## config.mk

```make
export PLATFORM = sky130hd
export DESIGN_NAME = sdi_ctrl
export DESIGN_NICKNAME = d
export VERILOG_FILES = /design/src/rtl/core/sdi_pkg.sv /design/src/rtl/core/sdi_ctrl.sv
export SDC_FILE = /design/constraint.sdc
export NUM_CORES = 1
export LEC_CHECK = 0
export BUFFER_PORTS_ARGS = -buffer_cell sky130_fd_sc_hd__buf_2
export CORE_AREA = 2 2 39 41
export DETAILED_ROUTE_END_ITERATION = 10
export DIE_AREA = 0 0 41 43
export PLACE_DENSITY = 0.71
export SETUP_SLACK_MARGIN = 0.2
export SLEW_MARGIN = 20
export SYNTH_ARGS = -nofsm -noshare
export SYNTH_HDL_FRONTEND = slang
export SYNTH_SLANG_ARGS = --single-unit
```

## constraint.sdc

```tcl
create_clock -name clk -period 1.5 [get_ports clk]
set_clock_uncertainty 0.05 [all_clocks]
set_input_delay 0.15 -clock clk [delete_from_list [all_inputs] [get_ports clk]]
set_output_delay 0.15 -clock clk [all_outputs]
set_load 0.01 [all_outputs]
```

## src/rtl/core/sdi_pkg.sv

```systemverilog
// Package for the spectrum double integral and edge search unit.
// Sizes, status codes, controller states and the controller/datapath command types.
// No dependencies.
package sdi_pkg;

  localparam int MAX_POINTS = 1024;
  localparam int CNT_W      = $clog2(MAX_POINTS + 1);
  localparam int ADDR_W     = $clog2(MAX_POINTS);

  localparam int FIELD_W    = 24;
  localparam int INTEN_W    = 24;
  localparam int STEP_W     = FIELD_W + 1;
  localparam int PROD1_W    = INTEN_W + STEP_W;
  localparam int FIRST_W    = 58;
  localparam int SECOND_W   = 64;
  localparam int INDEX_W    = 11;
  localparam int STATUS_W   = 2;

  // split of |first| * |step| into two narrow products
  localparam int AHI_W      = FIRST_W - 32;
  localparam int HI_W       = AHI_W + FIELD_W;
  localparam int LO_W       = 32 + FIELD_W;

  localparam logic [STATUS_W-1:0] STAT_OK    = 2'd0;
  localparam logic [STATUS_W-1:0] STAT_FULL  = 2'd1;
  localparam logic [STATUS_W-1:0] STAT_SAT   = 2'd2;
  localparam logic [STATUS_W-1:0] STAT_EMPTY = 2'd3;

  typedef enum logic [4:0] {
    S_IDLE,
    S_DISP,
    S_STEP,
    S_MUL1,
    S_FIRST,
    S_ABS,
    S_MULHI,
    S_MULLO,
    S_MAG,
    S_SECOND,
    S_FIRST_PT,
    S_FULL,
    S_SRCH_INIT,
    S_SRCH_EMPTY,
    S_SCHK,
    S_SCMP,
    S_SEND,
    S_EMIT
  } state_t;

  typedef enum logic [4:0] {
    CMD_NONE,
    CMD_LOAD,
    CMD_STEP,
    CMD_MUL1,
    CMD_FIRST,
    CMD_ABS,
    CMD_MULHI,
    CMD_MULLO,
    CMD_MAG,
    CMD_SECOND,
    CMD_FIRST_PT,
    CMD_FULL,
    CMD_SRCH_INIT,
    CMD_SRCH_EMPTY,
    CMD_SRCH_CMP,
    CMD_SRCH_END,
    CMD_EMIT
  } cmd_t;

  typedef struct packed {
    cmd_t cmd;
  } ctrl_t;

  typedef struct packed {
    logic op_search;
    logic full;
    logic empty;
    logic lo_lt_hi;
  } sts_t;

endpackage

```

## src/rtl/core/sdi_ctrl.sv

```systemverilog
// Controller state machine of the spectrum double integral unit.
// Depends on sdi_pkg (state_t, ctrl_t, sts_t).
module sdi_ctrl (
  input  logic          clk,
  input  logic          rst_n,
  input  logic          start,
  input  sdi_pkg::sts_t sts,
  output sdi_pkg::ctrl_t ctrl,
  output logic          busy
);

  sdi_pkg::state_t state_r, state_nxt;

  always_ff @(posedge clk) begin
    if (!rst_n) begin
      state_r <= sdi_pkg::S_IDLE;
    end else begin
      state_r <= state_nxt;
    end
  end

  // next state
  always_comb begin
    state_nxt = state_r;
    case (state_r)
      sdi_pkg::S_IDLE: begin
        if (start) state_nxt = sdi_pkg::S_DISP;
      end
      sdi_pkg::S_DISP: begin
        if (sts.op_search) begin
          state_nxt = sts.empty ? sdi_pkg::S_SRCH_EMPTY : sdi_pkg::S_SRCH_INIT;
        end else if (sts.full) begin
          state_nxt = sdi_pkg::S_FULL;
        end else if (sts.empty) begin
          state_nxt = sdi_pkg::S_FIRST_PT;
        end else begin
          state_nxt = sdi_pkg::S_STEP;
        end
      end
      sdi_pkg::S_STEP:       state_nxt = sdi_pkg::S_MUL1;
      sdi_pkg::S_MUL1:       state_nxt = sdi_pkg::S_FIRST;
      sdi_pkg::S_FIRST:      state_nxt = sdi_pkg::S_ABS;
      sdi_pkg::S_ABS:        state_nxt = sdi_pkg::S_MULHI;
      sdi_pkg::S_MULHI:      state_nxt = sdi_pkg::S_MULLO;
      sdi_pkg::S_MULLO:      state_nxt = sdi_pkg::S_MAG;
      sdi_pkg::S_MAG:        state_nxt = sdi_pkg::S_SECOND;
      sdi_pkg::S_SECOND:     state_nxt = sdi_pkg::S_EMIT;
      sdi_pkg::S_FIRST_PT:   state_nxt = sdi_pkg::S_EMIT;
      sdi_pkg::S_FULL:       state_nxt = sdi_pkg::S_EMIT;
      sdi_pkg::S_SRCH_EMPTY: state_nxt = sdi_pkg::S_EMIT;
      sdi_pkg::S_SRCH_INIT:  state_nxt = sdi_pkg::S_SCHK;
      sdi_pkg::S_SCHK: begin
        state_nxt = sts.lo_lt_hi ? sdi_pkg::S_SCMP : sdi_pkg::S_SEND;
      end
      sdi_pkg::S_SCMP:       state_nxt = sdi_pkg::S_SCHK;
      sdi_pkg::S_SEND:       state_nxt = sdi_pkg::S_EMIT;
      sdi_pkg::S_EMIT:       state_nxt = sdi_pkg::S_IDLE;
      default:               state_nxt = sdi_pkg::S_IDLE;
    endcase
  end

  // outputs
  always_comb begin
    ctrl.cmd = sdi_pkg::CMD_NONE;
    case (state_r)
      sdi_pkg::S_IDLE: begin
        if (start) ctrl.cmd = sdi_pkg::CMD_LOAD;
      end
      sdi_pkg::S_STEP:       ctrl.cmd = sdi_pkg::CMD_STEP;
      sdi_pkg::S_MUL1:       ctrl.cmd = sdi_pkg::CMD_MUL1;
      sdi_pkg::S_FIRST:      ctrl.cmd = sdi_pkg::CMD_FIRST;
      sdi_pkg::S_ABS:        ctrl.cmd = sdi_pkg::CMD_ABS;
      sdi_pkg::S_MULHI:      ctrl.cmd = sdi_pkg::CMD_MULHI;
      sdi_pkg::S_MULLO:      ctrl.cmd = sdi_pkg::CMD_MULLO;
      sdi_pkg::S_MAG:        ctrl.cmd = sdi_pkg::CMD_MAG;
      sdi_pkg::S_SECOND:     ctrl.cmd = sdi_pkg::CMD_SECOND;
      sdi_pkg::S_FIRST_PT:   ctrl.cmd = sdi_pkg::CMD_FIRST_PT;
      sdi_pkg::S_FULL:       ctrl.cmd = sdi_pkg::CMD_FULL;
      sdi_pkg::S_SRCH_EMPTY: ctrl.cmd = sdi_pkg::CMD_SRCH_EMPTY;
      sdi_pkg::S_SRCH_INIT:  ctrl.cmd = sdi_pkg::CMD_SRCH_INIT;
      sdi_pkg::S_SCMP:       ctrl.cmd = sdi_pkg::CMD_SRCH_CMP;
      sdi_pkg::S_SEND:       ctrl.cmd = sdi_pkg::CMD_SRCH_END;
      sdi_pkg::S_EMIT:       ctrl.cmd = sdi_pkg::CMD_EMIT;
      default:               ctrl.cmd = sdi_pkg::CMD_NONE;
    endcase
  end

  assign busy = (state_r != sdi_pkg::S_IDLE);

endmodule

```

==> flow_summary.json <==
{
  "required_ns": 1.30,
  "drtAntennaViolNets": 0,
  "wl_per_cell_um": 13.5,
  "largestRegisters": "state_r (5)",
  "violations": "negative setup slack",
  "drt_first_pass_iters": 3,
  "grt.total_usage": 0.194,
  "outcome": "complete, but fails checks",
  "synth_cells": 66,
  "critical_path_class": "register to output port",
  "largest_register_ffs": 5,
  "p_int_uw": 872,
  "p_switching_uw": 649,
  "rrSetupSlack_ns": 0.09,
  "grt_max_degree": 8,
  "hold_violations": 0,
  "yosysSeqAreaShare": 0.196,
  "clockBufferDepth": 2,
  "drc_errors": 0,
  "path_clk_slew_ns": 0.04,
  "yosys.area.top_type": "dfxtp_1",
  "num_rows": 14,
  "drive_gt1_frac": 0.615,
  "cp.arrival_ns": 1.30,
  "combPwrFrac": 0.708,
  "cts_sinks": 5,
  "hpwlAfterDp_um": 1000,
  "drt-total-wl_um": 1520,
  "cts_max_level": 1,
  "vias": 603,
  "regMostFlops": "state_r",
  "pwr-share-clk": 0.103,
  "cts_buffers": 3,
  "holdCritPathClass": "input pin to register",
  "start_kind": "register",
  "yosysWarningCount": 0,
  "grt_pass1_vias": 570,
  "maxSlewViolCount": 0,
  "clockRootBuffer": "clkbuf_4",
  "timing.final.crit_share": 1.00,
  "numPortBuffers": 12,
  "synth_cell_types": 36,
  "final_util": 0.601,
  "reg2reg_depth": 7,
  "synth.avg_cell_area_um2": 7.75,
  "power_density_nw_per_um2": 1830,
  "pwr-share-seq": 0.189,
  "core_um2": 1380,
  "synthTopCellsByArea": "dfxtp_1 20%, a21oi_1 7.8%, buf_6 6.6%",
  "synth_seq_cells": 5,
  "min_period_ns": 1.50,
  "cts_tree": "done",
  "synth_fp_nets": 73,
  "antenna_found_initial": 0,
  "nets": 104,
  "gp_congestion": 0.765,
  "ioPinCount": 13,
  "die-area_um2": 1760,
  "place_area_um2": 618,
  "drt_iter0_drc": 4,
  "antennaDiodeCount": 0,
  "hold-path-cell-count": 3,
  "grt.overflow.total": 0,
  "fin_tns_setup_ns": -0.00382,
  "nFillCells": 128,
  "area_delta_synth_final_pct": 62.6,
  "fmax_ghz": 0.665,
  "critPathMaxFanout": 7,
  "rsz0062_at_grt": "yes",
  "setup-violations-final": 1,
  "swShare": 0.427,
  "cap_viol_max_count": 0,
  "leakage_uw": 0.000351,
  "ir_drop_mv": 0.835,
  "start_util": 0.370,
  "crit_path_end_kind": "output port",
  "syn_area_um2": 512,
  "setup_ws_ns": -0.00382,
  "die_h_um": 43,
  "slew_headroom": 0.833,
  "clk_latency_ns": 0.24,
  "synth_top_area_share": 0.196,
  "worst_pin_slew_ns": 0.248,
  "grt_pass1_wl_um": 2300,
  "die_w_um": 41,
  "final_area_um2": 832,
  "post_drt_via_cell_ratio": 5.38
}
==> synth_stat cells (all sizes together) <==
| master | n |
|---|---|
| dfxtp | 5 |
| buf | 5 |
| o22ai | 1 |
| nand2b | 3 |
| mux2 | 1 |
| a31oi | 1 |
| nand3 | 2 |
| o21ai | 3 |
| and3 | 1 |
| o41ai | 1 |
| nand2 | 5 |
| or2b | 1 |
| a211o | 1 |
| o31ai | 1 |
| nor3 | 2 |
| mux2i | 2 |
| or2 | 3 |
| o21bai | 1 |
| o31a | 1 |
| o32ai | 3 |
| nor2 | 5 |
| nor4 | 2 |
| a21o | 2 |
| inv | 5 |
| a21oi | 8 |
| a21boi | 1 |
==> metal layers <==
layer  vias to the layer above  GRT usage  share of wire
met5                         -          0              0
met4                         0      0.133          0.022
met3                         4     0.0209          0.030
met2                        15      0.306           0.51
met1                       284      0.229           0.43
li1                        300          -              -
==> through the flow <==
stage	worst slack [ns]	hold WS (ns)	instances	power (uW)
after global routing	-0.0691	0.138	112	1640
after detailed placement	0.0205	0.370	96	1010
after CTS	-0.00328	0.103	110	1430
after global placement	0.0410	0.366	96	997
final	-0.00382	0.129	112	1520
after floorplan	0.210	0.233	66	789
==> cells in the final DEF (no fill, tap or decap), types with 2 or more instances in the layout <==
cell,netlist,layout
a21oi_1,8,5
a21oi_2,0,3
buf_2,1,12
buf_4,1,16
buf_6,3,2
clkbuf_4,0,3
dfxtp_4,0,4
inv_1,4,4
mux2i_1,2,2
nand2_1,5,5
nand2b_4,0,2
nor2_1,5,2
nor2_2,0,2
nor4_4,1,2
o21ai_0,2,2
o32ai_1,3,3
or2_1,1,2
==> power groups by stage <==
stage               sequential (uW)  combinational (uW)  clock [uW]
floorplan                       208                 581           0
global placement                275                 722           0
detailed placement              277                 732           0
CTS                             284                 983         163
global route                    294                1180         171
finish                          287                1080         157
==> critical path, cell delays in order (launching register included) <==
cell,delay [ns]
dfxtp_4,0.36
nand2b_4,0.14
o31a_1,0.24
o22ai_1,0.16
buf_2,0.15
==> path summary, 6_finish.rpt <==
check        startpoint         end
min reg2reg  state_r[0]  state_r[3]
min               rst_n  state_r[3]
max          state_r[3]     ctrl[3]
max reg2reg  state_r[2]  state_r[3]
==> what timing repair did <==
item | CTS | global route
resized for setup | 21 | 7
hold buffers | 0 | 0
buffers inserted | 10 | 2
setup endpoints to repair | 11 | 11
pin swaps | 8 | 3
==> layout make-up <==
| cell class | instances | area, um^2 | area share |
|---|---|---|---|
| repair buffers | 31 | 223 | 0.268 |
| multi-input cells | 51 | 428 | 0.514 |
| flip-flops and latches | 5 | 116 | 0.140 |
| clock buffers | 4 | 26.3 | 0.0316 |
| well taps | 16 | 20.0 | 0.0241 |
| inverters | 5 | 18.8 | 0.0226 |
==> kinds of logic after synthesis <==
logic type	count (synthesis)	share of synthesized area
compound gates	24	0.308
simple gates	24	0.308
buf+inv	10	0.127
flops	5	0.196
mux	3	0.0611
Power figures use the tool's default switching activity.
